[src/smac_ram.sv]
`timescale 1ns / 1ps
// Generic simple dual-port RAM: one write port, one read port, registered read.
// No dependencies.
module smac_ram #(
  parameter int WIDTH = 8,
  parameter int DEPTH = 16
) (
  input  logic                     clk,
  input  logic                     we,
  input  logic [$clog2(DEPTH)-1:0] waddr,
  input  logic [WIDTH-1:0]         wdata,
  input  logic [$clog2(DEPTH)-1:0] raddr,
  output logic [WIDTH-1:0]         rdata
);

  logic [WIDTH-1:0] mem [DEPTH];
  logic [WIDTH-1:0] rdata_r;

  always_ff @(posedge clk) begin
    if (we) begin
      mem[waddr] <= wdata;
    end
    rdata_r <= mem[raddr];
  end

  assign rdata = rdata_r;

endmodule

[config.mk]
export PLATFORM = sky130hd
export DESIGN_NAME = smac_ram
export DESIGN_NICKNAME = d
export VERILOG_FILES = /design/src/smac_ram.sv
export SDC_FILE = /design/constraint.sdc
export NUM_CORES = 1
export LEC_CHECK = 0
export BUFFER_PORTS_ARGS = -buffer_cell sky130_fd_sc_hd__buf_2
export CELL_PAD_IN_SITES_DETAIL_PLACEMENT = 0
export CELL_PAD_IN_SITES_GLOBAL_PLACEMENT = 1
export CORE_MARGIN = 5
export CORE_UTILIZATION = 50
export DETAILED_ROUTE_END_ITERATION = 7
export PLACE_DENSITY = 0.8
export SLEW_MARGIN = 30
export SYNTH_ARGS = -nofsm -noshare
export SYNTH_HDL_FRONTEND = slang
export SYNTH_SLANG_ARGS = --single-unit
[constraint.sdc]
create_clock -name clk -period 2.4 [get_ports clk]
set_input_delay 0.12 -clock clk [delete_from_list [all_inputs] [get_ports clk]]
set_output_delay 0.12 -clock clk [all_outputs]
set_load 0.05 [all_outputs]
# Yosys cells after proc, flatten, opt, wreduce, memory -nomap -nowiden
# Memory sizes are Yosys's and may differ from the RTL's. A register that Yosys moved wholly into a read port is not among the register bits.
# Index checks and enable logic that the tools add are counted.
# totals
register_bits,0
ramBits,128
input_bits,18
output_inout_bits,8
wordCells,3
n_memories,1
# memory_table
memory,words,width,read_ports,rd_clocked_by_memory_dff,wr,line,source
mem,16,8,1,1,1,16,logic [WIDTH-1:0] mem [DEPTH];
# classes
muxes,2
# ops
operator,count
1-bit 2-to-1 mux,2

# Longest topological paths before layout
# depth
ltp_word,2
mapped_depth,5
mapped_depth_nobuf,3

# Worst setup path after synthesis
# No wires, ideal clock.
# synth_path
path_kind,in2reg
startpoint,input waddr[2]
endpoint,"memory mem[0][0], enable pin"
setup_ns,0.383
arrival_time_ns,1.230
required_time_ns,2.017
path_slack_ns,0.787
cell_stages,2
path_buffers,0
cell_sequence,or3b_2 nor3_1
# synth_rtl
element,line,source
start: declaration,10,"input logic [$clog2(DEPTH)-1:0] waddr,"
end: declaration,16,
# Straight into the memory's write port.

==> results.cfg <==
[power]
power_frac_seq_pct = 46.8
switching_share_pct = 20.2
irDropWorstVdd_mv = 0.572
pwr-share-comb_pct = 5.3
p_per_area_nw_per_um2 = 923
power_frac_clock_pct = 47.9
fin_total_pwr_mw = 5.72
p_leak_nw = 2.11
internal-power_mw = 4.56
p_switching_mw = 1.16

[route]
num_vias = 2438
dr.pass1.iters = 4
post_drt_wl_per_cell_um = 23.2
highest_layer = met4
route.met2.wl_um = 5170
ant_nets = 0
wl_met1_um = 4100
route.detailed.drc = 0
via_per_inst = 5.62
wirelength_um = 10100
drt_iter0_drc = 175
wl_met3_um = 709

[synth]
synthDistinctLibCells = 19
netlist_area_um2 = 5150
synth_top_area_cell = edfxtp_1
synth_common_cells = 128 x edfxtp_1, 18 x mux4_2, 16 x a22oi_1
syn_inst = 229
yosysSeqAreaShare_pct = 77.8
ys_ff_latch = 136
post-synth-top-count-cell = edfxtp_1
synth_ff_type = edfxtp_1
synth_top_area_share_pct = 74.7
ys_warn_count = 0
synth_area_leaders = edfxtp_1 75%, mux4_2 7.9%, mux4_1 7.1%
syn_nets = 247
synth_edf_count = 128
synthArstFlopShare_pct = 0
syn_area_per_cell_um2 = 22.5

[clock_network]
cts_made_buffers = 17
cts_tree = built
clockBufferDepth = 2
worstSkewPairLatency_ns = 0.51
cts_setup_buffers = 0
clkTransAtPathRegs_ns = 0.06
root_buffer = clkbuf_8
htreeDepth = 4
clock_sinks = 136

[floorplanning]
initial_utilization_pct = 50.5
dieArea_um2 = 12400
core_area_um2 = 10200
dieHeight_um = 111
io_pins = 26
fp-row-count = 37
die_w_um = 111

[layout]
drive_gt1_share_pct = 30.5
fill_cells = 707
diodes = 0
finalInstanceArea_um2 = 6190
area_delta_synth_final_pct = 20.3
multi_input_area_um2 = 1060
num-nets-final = 303
register_area_um2 = 4000
final_core_util_pct = 60.8

[place]
io_buffers = 25
post_dp_cell_area_um2 = 5480
gp_congestion = 0.761
pre_cts_ws_ns = 0.633
hpwl_um = 6100

[worst_setup_path]
cp.arrival_ns = 1.80
max_stage_delay_ns = 0.49
critPathMaxFanout = 1
cp_cell_sequence = mux4_2, a22oi_1, nand2_1
critPathRequiredTime_ns = 2.79
end_kind = register
start_kind = register
cpMaxStageDelayCell = mux4_2
path_class = reg2reg

[timing]
fmax_mhz = 708
worst_slew_pin_slew_ns = 0.732
fin_skew_ns = 0.00985
setup_viol = 0
hold_viol_final = 0
period_share_pct = 58.8
grt_setup_unrepaired = false
setup_slack_ns = 0.988
min_period_ns = 1.41
slew_headroom_pct = 51.0
fin_setup_tns_ns = 0
finalMaxSlewViolations = 0

[grt]
grt_max_degree = 33
overflow = 0
grt_usage_pct = 17.4
first_global_vias = 2570
grt_pass1_wl_um = 15500
antenna_found_initial = 0

[run_status]
status = finished, final reports clean

[run]
cap_violations = 0

[worst_hold_path]
hold_class = in2reg
## worst max-delay path, delay by kind of cell (launching register included)
kind            cells  cell delay [ns]
flops               1             0.36
simple gates        1             0.12
mux                 1             0.49
compound gates      1             0.32
## metal layers
layer  track usage (%)  vias to the layer above
met5                 0                        -
met4              5.03                        0
met3              4.57                       10
met2              28.8                       80
met1              23.0                     1263
li1                  -                     1085
## final cells by class
class                      count  area share (%)
sequential                   136            64.7
timing repair buffer          47            5.17
clock buffer                  17            6.69
clock inverter                15            3.66
multi-input combinational     83            17.1
tap                          136            2.75
## repair_timing
action	CTS	global route
gates resized for setup	0	0
hold endpoints to repair	106	0
hold buffers	7	0
## power by group through the flow
| stage | clock [mW] | combinational [mW] | sequential (mW) |
|---|---|---|---|
| floorplan | 0 | 0.135 | 2.77 |
| global placement | 0 | 0.288 | 2.72 |
| detailed placement | 0 | 0.295 | 2.72 |
| CTS | 2.78 | 0.307 | 2.67 |
| global route | 2.88 | 0.326 | 2.68 |
| finish | 2.74 | 0.303 | 2.67 |
## worst paths after layout
kind | slack, ns | to | depth (start not counted) | start
worst max register to register | 0.99 | rdata[6] | 3 | mem[3][6]
worst max-delay path | 0.99 | rdata[6] | 3 | mem[3][6]
worst min-delay path | 0.02 | mem[8][5] | 1 | wdata[5]
worst min register to register | 0.68 | rdata[3] | 3 | mem[14][3]
## sequential cells by signal, summed over array words and instances (netlist names)
| name | count |
|---|---|
| mem | 128 |
| rdata | 8 |
## through the flow
| stage | instances | hold WS (ns) |
|---|---|---|
| floorplan | 229 | 0.219 |
| global placement | 395 | 0.509 |
| detailed placement | 395 | 0.522 |
| CTS | 434 | 0.00332 |
| global route | 434 | 0.0135 |
| finish | 434 | 0.0234 |
## cells in the final DEF, fill, tap and decap left out
cell type	n
a22oi_1	16
and2_1	1
and2b_1	1
buf_12	1
buf_2	25
buf_4	14
bufinv_16	5
clkbuf_16	16
clkbuf_8	1
clkinv_2	2
clkinv_4	4
clkinvlp_4	3
dfxtp_1	8
dlygate4sd3_1	7
edfxtp_1	128
inv_6	1
mux4_1	14
mux4_2	18
nand2_1	9
nand2b_1	2
nand3_1	1
nand3b_1	2
nor2_1	13
nor2b_1	1
nor3_1	4
or3b_2	1
## logic make-up after synthesis
group                  count (synthesis)  share of synthesized area, %
AO/OA/AOI/OAI                         16                          2.33
buffers and inverters                 10                          1.68
flip-flops                           136                          77.8
multiplexers                          32                          15.0
AND/OR/NAND/NOR                       35                          3.18
Power figures use the tool's default switching activity.
