## config.mk

```make
export PLATFORM = sky130hd
export DESIGN_NAME = smac_engine
export DESIGN_NICKNAME = d
export VERILOG_FILES = /design/src/smac_pkg.sv /design/src/smac_bound.sv /design/src/smac_engine.sv
export SDC_FILE = /design/constraint.sdc
export NUM_CORES = 1
export LEC_CHECK = 0
export BUFFER_PORTS_ARGS = -buffer_cell sky130_fd_sc_hd__buf_2
export CELL_PAD_IN_SITES_DETAIL_PLACEMENT = 0
export CELL_PAD_IN_SITES_GLOBAL_PLACEMENT = 2
export CORE_MARGIN = 2
export CORE_UTILIZATION = 34
export CTS_BUF_LIST = sky130_fd_sc_hd__clkbuf_8
export DETAILED_ROUTE_END_ITERATION = 6
export GPL_ROUTABILITY_DRIVEN = 0
export PLACE_DENSITY = 0.81
export SETUP_SLACK_MARGIN = 0.05
export SKIP_LAST_GASP = 1
export SLEW_MARGIN = 20
export SYNTH_ARGS = -nofsm -noshare
export SYNTH_HDL_FRONTEND = slang
export SYNTH_SLANG_ARGS = --single-unit
```

## constraint.sdc

```tcl
create_clock -name clk -period 5 [get_ports clk]
set_input_delay 0.25 -clock clk [delete_from_list [all_inputs] [get_ports clk]]
set_output_delay 0.25 -clock clk [all_outputs]
set_load 0.005 [all_outputs]
```

## src/smac_pkg.sv

```systemverilog
`timescale 1ns / 1ps
// Shared constants, codes and types of the shadow memory access checker.
// No dependencies; all other files but smac_ram refer to it by scoped names.
package smac_pkg;

  // Window geometry
  localparam int SHADOW_DEPTH  = 4096;
  localparam int GRANULE_SHIFT = 3;
  localparam int MAX_SPAN      = 256;

  // Field widths
  localparam int ADDR_W   = 64;
  localparam int SIZE_W   = 9;
  localparam int SHADOW_W = 8;
  localparam int KIND_W   = 2;
  localparam int STAT_W   = 2;

  // Granule index (addresses the store) and granule count (can hold the depth itself)
  localparam int GI_W = $clog2(SHADOW_DEPTH);
  localparam int GC_W = $clog2(SHADOW_DEPTH + 1);

  // Request kinds
  localparam logic [KIND_W-1:0] KIND_LOAD     = 2'd0;
  localparam logic [KIND_W-1:0] KIND_STORE    = 2'd1;
  localparam logic [KIND_W-1:0] KIND_POISON   = 2'd2;
  localparam logic [KIND_W-1:0] KIND_UNPOISON = 2'd3;

  // Result status codes
  localparam logic [STAT_W-1:0] STAT_OK      = 2'd0;
  localparam logic [STAT_W-1:0] STAT_POISON  = 2'd1;
  localparam logic [STAT_W-1:0] STAT_USER    = 2'd2;
  localparam logic [STAT_W-1:0] STAT_OUTSIDE = 2'd3;

  // What the sequencer does with a request once its bounds are known
  typedef enum logic [1:0] {
    ACT_NONE,
    ACT_SCAN,
    ACT_FILL
  } smac_act_t;

  typedef struct packed {
    logic [KIND_W-1:0]          kind;
    logic [ADDR_W-1:0]          start_addr;
    logic [SIZE_W-1:0]          byte_len;
    logic signed [SHADOW_W-1:0] poison_value;
  } smac_req_t;

  typedef struct packed {
    logic [STAT_W-1:0] status;
    logic              store_flag;
    logic [ADDR_W-1:0] fault_addr;
    logic [SIZE_W-1:0] fault_size;
  } smac_rsp_t;

  typedef struct packed {
    logic [STAT_W-1:0]        status;
    smac_act_t                act;
    logic [GC_W-1:0]          gstart;
    logic [GC_W-1:0]          gend;
    logic [GI_W-1:0]          glast;
    logic [GRANULE_SHIFT-1:0] lastlow;
    logic                     tail;
    logic [GRANULE_SHIFT-1:0] rem;
  } smac_bound_t;

  typedef struct packed {
    logic                we;
    logic [GI_W-1:0]     waddr;
    logic [SHADOW_W-1:0] wdata;
    logic [GI_W-1:0]     raddr;
  } smac_ram_req_t;

endpackage

```

## src/smac_bound.sv

```systemverilog
`timescale 1ns / 1ps
// Range classification: size, base and window checks, granule span of a request.
// Depends on smac_pkg.
module smac_bound (
  input  smac_pkg::smac_req_t                req,
  input  logic [smac_pkg::ADDR_W-1:0]        off,
  input  logic                               below,
  output smac_pkg::smac_bound_t              bnd
);

  logic                          is_check;
  logic [smac_pkg::SIZE_W-1:0]   addend;
  logic [smac_pkg::ADDR_W:0]     sum;
  logic [smac_pkg::ADDR_W-1:0]   gfull;
  logic [smac_pkg::ADDR_W-1:0]   depth_w;
  logic                          beyond;
  logic [smac_pkg::GRANULE_SHIFT-1:0] rem;
  logic                          tail;

  // checks end at the last byte, ranges one past it
  always_comb begin
    is_check = req.kind inside {smac_pkg::KIND_LOAD, smac_pkg::KIND_STORE};
    addend   = is_check ? (req.byte_len - 1'b1) : req.byte_len;
    sum      = {1'b0, off} + (smac_pkg::ADDR_W + 1)'(addend);
    gfull    = sum[smac_pkg::ADDR_W-1:0] >> smac_pkg::GRANULE_SHIFT;
    depth_w  = smac_pkg::ADDR_W'(smac_pkg::SHADOW_DEPTH);
    rem      = req.byte_len[smac_pkg::GRANULE_SHIFT-1:0];
    tail     = (req.kind == smac_pkg::KIND_UNPOISON) && (rem != '0);
    if (is_check) begin
      beyond = sum[smac_pkg::ADDR_W] || (gfull >= depth_w);
    end else begin
      beyond = sum[smac_pkg::ADDR_W] || (gfull > depth_w) || (tail && (gfull >= depth_w));
    end

    bnd.gstart  = off[smac_pkg::GRANULE_SHIFT +: smac_pkg::GC_W];
    bnd.gend    = sum[smac_pkg::GRANULE_SHIFT +: smac_pkg::GC_W];
    bnd.glast   = sum[smac_pkg::GRANULE_SHIFT +: smac_pkg::GI_W];
    bnd.lastlow = sum[smac_pkg::GRANULE_SHIFT-1:0];
    bnd.tail    = tail;
    bnd.rem     = rem;

    if (req.byte_len == '0) begin
      bnd.status = smac_pkg::STAT_OK;
      bnd.act    = smac_pkg::ACT_NONE;
    end else if (32'(req.byte_len) > smac_pkg::MAX_SPAN) begin
      bnd.status = smac_pkg::STAT_OUTSIDE;
      bnd.act    = smac_pkg::ACT_NONE;
    end else if (below) begin
      bnd.status = smac_pkg::STAT_USER;
      bnd.act    = smac_pkg::ACT_NONE;
    end else if (beyond) begin
      bnd.status = smac_pkg::STAT_OUTSIDE;
      bnd.act    = smac_pkg::ACT_NONE;
    end else begin
      bnd.status = smac_pkg::STAT_OK;
      bnd.act    = is_check ? smac_pkg::ACT_SCAN : smac_pkg::ACT_FILL;
    end
  end

endmodule

```

## src/smac_engine.sv

```systemverilog
`timescale 1ns / 1ps
// Request sequencer: shadow clearing pass, scan and fill over the shadow RAM,
// result register. Depends on smac_pkg and smac_bound.
module smac_engine (
  input  logic                        clk,
  input  logic                        rst_n,
  input  logic                        in_valid,
  output logic                        in_ready,
  input  smac_pkg::smac_req_t         in_req,
  output logic                        out_valid,
  input  logic                        out_ready,
  output smac_pkg::smac_rsp_t         out_rsp,
  input  logic [smac_pkg::ADDR_W-1:0] region_base,
  output smac_pkg::smac_ram_req_t     ram_req,
  input  logic [smac_pkg::SHADOW_W-1:0] ram_rdata
);

  typedef enum logic [2:0] {
    S_CLEAR,
    S_IDLE,
    S_BOUND,
    S_SCAN,
    S_FILL,
    S_DONE
  } state_t;

  state_t                             state_r, state_nxt;
  smac_pkg::smac_req_t                req_r, req_nxt;
  logic [smac_pkg::ADDR_W-1:0]        off_r, off_nxt;
  logic                               below_r, below_nxt;
  logic [smac_pkg::STAT_W-1:0]        status_r, status_nxt;
  logic [smac_pkg::GC_W-1:0]          g_r, g_nxt;
  logic [smac_pkg::GC_W-1:0]          gend_r, gend_nxt;
  logic [smac_pkg::GI_W-1:0]          glast_r, glast_nxt;
  logic [smac_pkg::GRANULE_SHIFT-1:0] lastlow_r, lastlow_nxt;
  logic                               tail_r, tail_nxt;
  logic [smac_pkg::GRANULE_SHIFT-1:0] rem_r, rem_nxt;
  logic                               out_valid_r, out_valid_nxt;
  smac_pkg::smac_rsp_t                rsp_r, rsp_nxt;

  smac_pkg::smac_bound_t              bnd;
  logic [smac_pkg::GC_W-1:0]          g_inc;
  logic [smac_pkg::ADDR_W:0]          diff;
  logic                               scan_last;
  logic                               short_hit;
  logic [smac_pkg::SHADOW_W-1:0]      fill_val;

  smac_bound u_bound (
    .req   (req_r),
    .off   (off_r),
    .below (below_r),
    .bnd   (bnd)
  );

  always_comb begin
    g_inc     = g_r + 1'b1;
    diff      = {1'b0, in_req.start_addr} - {1'b0, region_base};
    scan_last = (g_r[smac_pkg::GI_W-1:0] == glast_r);
    // partial granule: the last byte must lie below the count
    short_hit = $signed({1'b0, smac_pkg::SHADOW_W'(lastlow_r)}) >=
                $signed({ram_rdata[smac_pkg::SHADOW_W-1], ram_rdata});
    fill_val  = (req_r.kind == smac_pkg::KIND_POISON) ? req_r.poison_value : '0;

    state_nxt     = state_r;
    req_nxt       = req_r;
    off_nxt       = off_r;
    below_nxt     = below_r;
    status_nxt    = status_r;
    g_nxt         = g_r;
    gend_nxt      = gend_r;
    glast_nxt     = glast_r;
    lastlow_nxt   = lastlow_r;
    tail_nxt      = tail_r;
    rem_nxt       = rem_r;
    out_valid_nxt = out_valid_r && !out_ready;
    rsp_nxt       = rsp_r;

    ram_req.we    = 1'b0;
    ram_req.waddr = g_r[smac_pkg::GI_W-1:0];
    ram_req.wdata = '0;
    ram_req.raddr = g_inc[smac_pkg::GI_W-1:0];

    case (state_r)
      S_CLEAR: begin
        ram_req.we = 1'b1;
        if (g_r == smac_pkg::GC_W'(smac_pkg::SHADOW_DEPTH - 1)) begin
          g_nxt     = '0;
          state_nxt = S_IDLE;
        end else begin
          g_nxt = g_inc;
        end
      end
      S_IDLE: begin
        if (in_valid) begin
          req_nxt   = in_req;
          off_nxt   = diff[smac_pkg::ADDR_W-1:0];
          below_nxt = diff[smac_pkg::ADDR_W];
          state_nxt = S_BOUND;
        end
      end
      S_BOUND: begin
        status_nxt    = bnd.status;
        g_nxt         = bnd.gstart;
        gend_nxt      = bnd.gend;
        glast_nxt     = bnd.glast;
        lastlow_nxt   = bnd.lastlow;
        tail_nxt      = bnd.tail;
        rem_nxt       = bnd.rem;
        ram_req.raddr = bnd.gstart[smac_pkg::GI_W-1:0];
        case (bnd.act)
          smac_pkg::ACT_SCAN: state_nxt = S_SCAN;
          smac_pkg::ACT_FILL: state_nxt = S_FILL;
          default:            state_nxt = S_DONE;
        endcase
      end
      S_SCAN: begin
        // read data belongs to granule g_r; the next granule is already addressed
        if (ram_rdata != '0) begin
          status_nxt = (!scan_last || short_hit) ? smac_pkg::STAT_POISON : smac_pkg::STAT_OK;
          state_nxt  = S_DONE;
        end else if (scan_last) begin
          status_nxt = smac_pkg::STAT_OK;
          state_nxt  = S_DONE;
        end else begin
          g_nxt = g_inc;
        end
      end
      S_FILL: begin
        if (g_r == gend_r) begin
          ram_req.we    = tail_r;
          ram_req.waddr = gend_r[smac_pkg::GI_W-1:0];
          ram_req.wdata = smac_pkg::SHADOW_W'(rem_r);
          state_nxt     = S_DONE;
        end else begin
          ram_req.we    = 1'b1;
          ram_req.wdata = fill_val;
          g_nxt         = g_inc;
        end
      end
      S_DONE: begin
        if (!out_valid_r || out_ready) begin
          out_valid_nxt      = 1'b1;
          rsp_nxt.status     = status_r;
          rsp_nxt.store_flag = (req_r.kind == smac_pkg::KIND_STORE);
          rsp_nxt.fault_addr = (status_r != smac_pkg::STAT_OK) ? req_r.start_addr : '0;
          rsp_nxt.fault_size = (status_r != smac_pkg::STAT_OK) ? req_r.byte_len : '0;
          state_nxt          = S_IDLE;
        end
      end
      default: begin
        state_nxt = S_IDLE;
      end
    endcase
  end

  always_ff @(posedge clk) begin
    if (!rst_n) begin
      state_r     <= S_CLEAR;
      g_r         <= '0;
      out_valid_r <= 1'b0;
    end else begin
      state_r     <= state_nxt;
      g_r         <= g_nxt;
      out_valid_r <= out_valid_nxt;
    end
    req_r     <= req_nxt;
    off_r     <= off_nxt;
    below_r   <= below_nxt;
    status_r  <= status_nxt;
    gend_r    <= gend_nxt;
    glast_r   <= glast_nxt;
    lastlow_r <= lastlow_nxt;
    tail_r    <= tail_nxt;
    rem_r     <= rem_nxt;
    rsp_r     <= rsp_nxt;
  end

  assign in_ready  = (state_r == S_IDLE);
  assign out_valid = out_valid_r;
  assign out_rsp   = rsp_r;

endmodule

```

* Word level (Yosys, flattened, before mapping)
Cells that the tools add are included.
** Storage, ports and cells
- Memory bits (read-only) :: 0
- Bits in latches :: 0
- Register bits :: 275
- Memories :: 0
- Memory bits (writable) :: 0
- Output and inout bits :: 111
** Cells by class
- Add/subtract/negate cells :: 4
- Reductions and logical operators :: 25
- Shift-type cells :: 0
- Magnitude comparators :: 4
- Muxes and demuxes :: 33
- Eq/ne operators :: 21
- Divide/modulo/power cells :: 0
- Bitwise logic cells :: 0
- $mul :: 0
** Operator list (number)
- 64-bit by 9-bit adder with 65-bit output :: 1
- 64-bit by 64-bit subtractor with 65-bit output :: 1
- 61-bit by 13-bit greater-or-equal comparator with 1-bit output, second input constant :: 1
- 61-bit by 13-bit > comparator with 1-bit output, second input constant :: 1
- 13-bit 2-to-1 mux :: 4
- 13-bit case mux with 4 select lines :: 1
- 12-bit 2-to-1 mux :: 2
- 20-bit 2-to-1 mux :: 1
- 3-bit 2-to-1 mux :: 6
- 3-bit case mux with 6 select lines :: 1
- 4-bit 2-to-1 mux :: 4
- 8-bit 2-to-1 mux :: 2
- 2-bit != test, second input constant :: 7
- 13-bit by 1-bit adder with 13-bit output, second input constant :: 1
- 13-bit by 12-bit equality test with 1-bit output, second input constant :: 1
- 13-bit equality test :: 1
- 12-bit equality test :: 1
- 9-bit > comparator, second input constant :: 1
- 9-bit logical NOT :: 1
- 9-bit 2-to-1 mux :: 1
- 9-bit by 1-bit subtractor with 9-bit output, second input constant :: 1
- 4-bit by 8-bit greater-or-equal comparator with 1-bit output :: 1
- 8-bit nonzero test :: 1
- 2-bit equality test, second input constant :: 3
- other kinds (21) :: 42

* Longest topological paths before layout
- Depth in word-level cells :: 15
- Mapped depth :: 20

* Modules after synthesis
Synthesis repeated with hierarchy kept, for this count alone.
** Unflattened totals
- Cell total of the unflattened synthesis :: 1580
- Area, all modules :: 16736.1 um^2
** By module, submodules not included
- smac_engine :: cells an instance 1183, seq. area each 8087.8 um^2, area an instance 14002.2 um^2, instances 1
- smac_bound :: cells an instance 397, seq. area each 0.0 um^2, area an instance 2733.9 um^2, instances 1

* Least setup slack after synthesis
Ideal clock, no wire load.
- Path type :: reg-to-reg
- Start :: reg state_r[0]
- End :: reg below_r, enable pin
- Stages on the path, launching flop included :: 5
- Clock period less this slack :: 5.109 ns
- Library setup time :: 0.525 ns
- Arrival time :: 4.585 ns
- Path slack :: -0.109 ns
- Cell sequence :: dfxtp_1 clkbuf_1 clkbuf_1 nor3b_1 and2_1
** On the way
- Longest elaborated chain between the ends :: 2
** RTL lines
- start, declared :: RTL line smac_engine.sv:27 : state_t state_r, state_nxt;
- start signal, assigned :: RTL line smac_engine.sv:162 : state_r <= state_nxt;
- 3-bit by 1-bit equality test with 1-bit output
- named net in_ready :: RTL line smac_engine.sv:8 : output logic in_ready,
- 2-bit AND reduction (no line)
- end signal, assigned :: RTL line smac_engine.sv:168 : below_r <= below_nxt;
- end, declared :: RTL line smac_engine.sv:30 : logic below_r, below_nxt;
The timed path passes the listed nets, and every way through them passes these cells.
A chain may end at the register's enable or synchronous reset.

* Worst setup path after layout
- Start :: reg req_r[8] (netlist name)
- End :: reg state_r[2]
** On the way
- Longest elaborated chain between the ends :: 14
- Elaborated cells on any way between the ends :: 22
- Classes of those cells :: add/sub (2); order compare (3); eq/ne (2); mux (8); reduce/logical (7)
** RTL lines
- start, declared :: RTL line smac_engine.sv:28 : smac_pkg::smac_req_t req_r, req_nxt;
- start signal, assigned :: RTL line smac_engine.sv:166 : req_r <= req_nxt;
- 9-bit by 1-bit subtractor with 9-bit output :: RTL line smac_bound.sv:23 : addend = is_check ? (req.byte_len - 1'b1) : req.byte_len;
- 9-bit 2-to-1 mux :: RTL line smac_bound.sv:23
- 64-bit by 9-bit adder with 65-bit output :: RTL line smac_bound.sv:24 : sum = {1'b0, off} + (smac_pkg::ADDR_W + 1)'(addend);
- 61-bit by 13-bit > comparator with 1-bit output or 61-bit by 13-bit greater-or-equal comparator with 1-bit output (tied branches) :: RTL line smac_bound.sv:32, smac_bound.sv:30
- 1-bit logical OR or 1-bit logical AND (tied branches) :: RTL line smac_bound.sv:32 : beyond = sum[smac_pkg::ADDR_W] || (gfull > depth_w) || (tail && (gfull >= depth_w));
- 1-bit logical OR :: RTL line smac_bound.sv:32
- 1-bit 2-to-1 mux :: RTL line smac_bound.sv:29 : if (is_check) begin
- 4-bit 2-to-1 mux :: RTL line smac_bound.sv:51 : end else if (beyond) begin
- 4-bit 2-to-1 mux :: RTL line smac_bound.sv:48 : end else if (below) begin
- 4-bit 2-to-1 mux :: RTL line smac_bound.sv:45 : end else if (32'(req.byte_len) > smac_pkg::MAX_SPAN) begin
- 4-bit 2-to-1 mux * :: RTL line smac_bound.sv:42 : if (req.byte_len == '0) begin
- 2-bit equality test or 2-bit by 1-bit equality test with 1-bit output (tied branches) :: RTL line smac_engine.sv:110 : case (bnd.act)
- 3-bit case mux with 2 select lines * :: RTL line smac_engine.sv:110
- 3-bit case mux with 6 select lines * :: RTL line smac_engine.sv:83 : case (state_r)
Mark *: on every way between the ends. The rest lies on a longest branch, timed or not.

==> flow_metrics.tcl <==
set metrics [dict create \
    holdCritPathClass "in2reg" \
    hold_ws_ns 0.1094 \
    clk_path_buf_depth 3 \
    h-tree-depth 2 \
    crit_path_start_kind "flip-flop" \
    fp.coreArea_um2 45580 \
    netlist_area_um2 15770 \
    num_vias 12900 \
    dpl.cell_count 2342 \
    power_mw 5.212 \
    cpMaxStageDelayCell "or4_4" \
    pwr-share-clk_pct 40.4 \
    sw_frac_of_total_pct 25.24 \
    num_rows 78 \
    async_flop_share_pct 0 \
    numCtsBuffers 48 \
    post_synth_inst_count 1526 \
    die_area_um2 48130 \
    avgSynthCellArea_um2 10.34 \
    grt-busiest-layer "met2" \
    wire_per_inst_um 17.98 \
    yosys_register_bits 263 \
    path_cells "inv_1, ha_1, nand2_1, nor2_1, xor2_1, ha_1, a211oi_4, nand2_2, o211a_4, o41a_1, a2111o_1, a2111oi_4, o2111ai_2, or3_4, or4_4, o31a_1" \
    power_frac_comb_pct 13.1 \
    p_switching_mw 1.315 \
    power_leakage_nw 7.954 \
    drt_pass1_iterations 7 \
    crit_required_ns 5.49 \
    clock_tree.root_cell "clkbuf_8" \
    yosys_warnings 0 \
    maxSlewViolCount 0 \
    synth_cell_types 81 \
    drt_iter0_markers 907 \
    tightest_slew_ns 1.121 \
    drive_above_1_share_pct 21.25 \
    drt_drc_violations_left 0 \
    track_usage_pct 18.67 \
    critPathMaxFanout 6 \
    internal_power_mw 3.897 \
    dp_hpwl_mm 34.07 \
    setup_ws_ns 0.2161 \
    met1_usage_pct 24.63 \
    grt_max_degree 149 \
    die_w_um 219.4 \
    powerDensity_nw_per_um2 263.8 \
    finalSetupTns_ns 0 \
    fin_cells 2521 \
    totalWireLength_mm 45.32 \
    post-place-ws_ns -0.04133 \
    use_met2_pct 30.87 \
    hold_viol 0 \
    area_growth_pct 25.24 \
    cts_tree "built" \
    max_freq_mhz 209.0 \
    final_nets 2125 \
    timing_worst_setup_path_type "reg2reg" \
    yosysSeqAreaShare_pct 48.99 \
    ir_drop_uv 179.5 \
    synth_edf_count 246 \
    clk_pin_slew_worst_paths_ns 0.06 \
    critPathMaxStageDelay_ns 0.49 \
    drv_cap 0 \
    arrival_ns 5.27 \
    crit_top_cell "ha_1" \
    postRouteAntennaNets 0 \
    clock_latency_ns 0.63 \
    dominantRegCellSynth "edfxtp_1" \
    status "finished, final reports clean" \
    cts_sinks 263 \
    final_cell_area_um2 19750 \
    met3_usage_pct 3.701 \
    antenna_found_initial 2 \
    initial_core_util_pct 34.61 \
    port_buffers 269 \
    period_share_pct 95.68 \
    finalClockSkew_ns 0.03458 \
    setup_viol_count_final 0 \
    drt-vias-per-instance 5.118 \
    first_global_vias 12930 \
    min_period_ns 4.784 \
    dpl-instance-area_um2 17760 \
    nFillCells 4398 \
    grt_overflow 0 \
    sequentialPowerShare_pct 46.6 \
    grt_pass1_wl_mm 70.62 \
    syn_nets 1766 \
    final_util_pct 43.34 \
    maxSlewHeadroom_pct 24.59 \
    ios 270 \
    fp.dieH_um 219.4 \
    cp-end-kind "flip-flop" \
]
-- cells in the final DEF, fill, tap and decap left out, types with 8 or more instances in the layout --
| cell type | count |
|---|---|
| buf_2 | 269 |
| edfxtp_1 | 246 |
| inv_1 | 118 |
| nand2_1 | 103 |
| a21oi_1 | 98 |
| nor2_1 | 94 |
| nor2b_1 | 90 |
| dlygate4sd3_1 | 86 |
| ha_1 | 78 |
| xnor2_1 | 73 |
| o21ai_0 | 58 |
| clkbuf_8 | 51 |
| nand4_1 | 44 |
| a21o_1 | 42 |
| xor2_1 | 39 |
| nand3_1 | 29 |
| nor3_1 | 24 |
| buf_4 | 23 |
| and3_1 | 21 |
| o21bai_1 | 17 |
| dfxtp_1 | 17 |
| o21a_1 | 16 |
| a31oi_1 | 16 |
| o211ai_1 | 15 |
| and2_1 | 15 |
| mux2i_1 | 14 |
| nand2b_1 | 13 |
| a211oi_1 | 13 |
| nor4_1 | 12 |
| or3_1 | 11 |
| o31ai_1 | 11 |
| o211a_1 | 9 |
| o31a_1 | 8 |
| clkinv_2 | 8 |
-- cells in the mapped netlist (all sizes together) (15+ instances only) --
| library cell | count | area [um^2] |
|---|---|---|
| edfxtp | 246 | 7387 |
| a21o | 42 | 315.3 |
| nand3 | 30 | 155.1 |
| nor2b | 90 | 563.0 |
| and3 | 22 | 137.6 |
| o21a | 16 | 120.1 |
| a31oi | 16 | 100.1 |
| o21bai | 17 | 127.6 |
| clkbuf | 62 | 234.0 |
| xnor2 | 73 | 639.4 |
| ha | 79 | 988.5 |
| o211ai | 15 | 112.6 |
| and2 | 18 | 112.6 |
| nor3 | 24 | 120.1 |
| inv | 108 | 405.4 |
| a21oi | 101 | 505.5 |
| nand4 | 45 | 296.5 |
| nor2 | 96 | 360.4 |
| dfxtp | 17 | 340.3 |
| o21ai | 61 | 309.0 |
| xor2 | 40 | 350.3 |
| a211oi | 16 | 137.6 |
| nand2 | 104 | 392.9 |
-- cells by family after synthesis --
| kind of cell | share of synthesized area, % |
|---|---|
| AND/OR/NAND/NOR | 16.65 |
| AO/OA/AOI/OAI | 16.31 |
| flip-flops | 48.99 |
| buffers and inverters | 4.292 |
| XOR/XNOR | 6.275 |
| adder cells (fa/ha/maj) | 6.521 |
| multiplexers | 0.9598 |
-- final timing paths --
kind | cells past startpoint | from | endpoint | slack, ns
max reg2reg | 16 | req_r[8] | state_r[2] | 0.22
max | 16 | req_r[8] | state_r[2] | 0.22
min reg2reg | 1 | req_r[28] | out_rsp[20] | 0.52
min | 3 | region_base[1] | off_r[1] | 0.11
-- registers in the layout (all words and copies together), names as in the netlist, 3 cells and up --
| register | count |
|---|---|
| g_r | 13 |
| gend_r | 13 |
| lastlow_r | 3 |
| off_r | 64 |
| out_rsp | 76 |
| rem_r | 3 |
| req_r | 83 |
| state_r | 3 |
-- worst max-delay path, delay by kind of cell, from the launching register on --
kind                     cells  cell delay, ns
flip-flops                   1            0.47
adder cells (fa/ha/maj)      2            0.53
buffers and inverters        1            0.14
AND/OR/NAND/NOR              5            1.24
AO/OA/AOI/OAI                7            2.06
XOR/XNOR                     1            0.20
-- layout make-up --
class / count / area [um^2] / area share [%]
repair buffers: 379 / 2400 / 12.15
flip-flops and latches: 263 / 7727 / 39.12
diodes: 1 / 2.502 / 0.01267
clock inverters: 34 / 271.5 / 1.374
inverters: 108 / 405.4 / 2.052
multi-input cells: 1085 / 7495 / 37.94
well taps: 600 / 750.7 / 3.800
clock buffers: 51 / 701.9 / 3.553
-- power by group through the flow --
stage	registers (mW)	clock network (mW)	logic, mW
2_1_floorplan	2.47	0	0.428
3_3_place_gp	2.47	0	0.626
3_5_place_dp	2.47	0	0.628
4_1_cts	2.43	2.18	0.686
5_1_grt	2.43	2.28	0.765
6_report	2.43	2.10	0.681
-- repair_timing --
action                                 in CTS  in global routing
endpoints found under the hold margin      98                  0
pin swaps                                   1                  4
gates resized for setup                     2                 19
buffers inserted                            3                  4
setup endpoints to repair                   1                  5
hold buffers                               86                  0
-- per-layer routing --
metal,part of all wire (%),wire (um),vias up
li1,-,-,6344
met1,45,20610,6166
met3,5.2,2366,75
met2,47,21190,316
met4,2.5,1145,2
met5,0.024,11,-
Note: power is estimated with default switching activity, not from simulation.
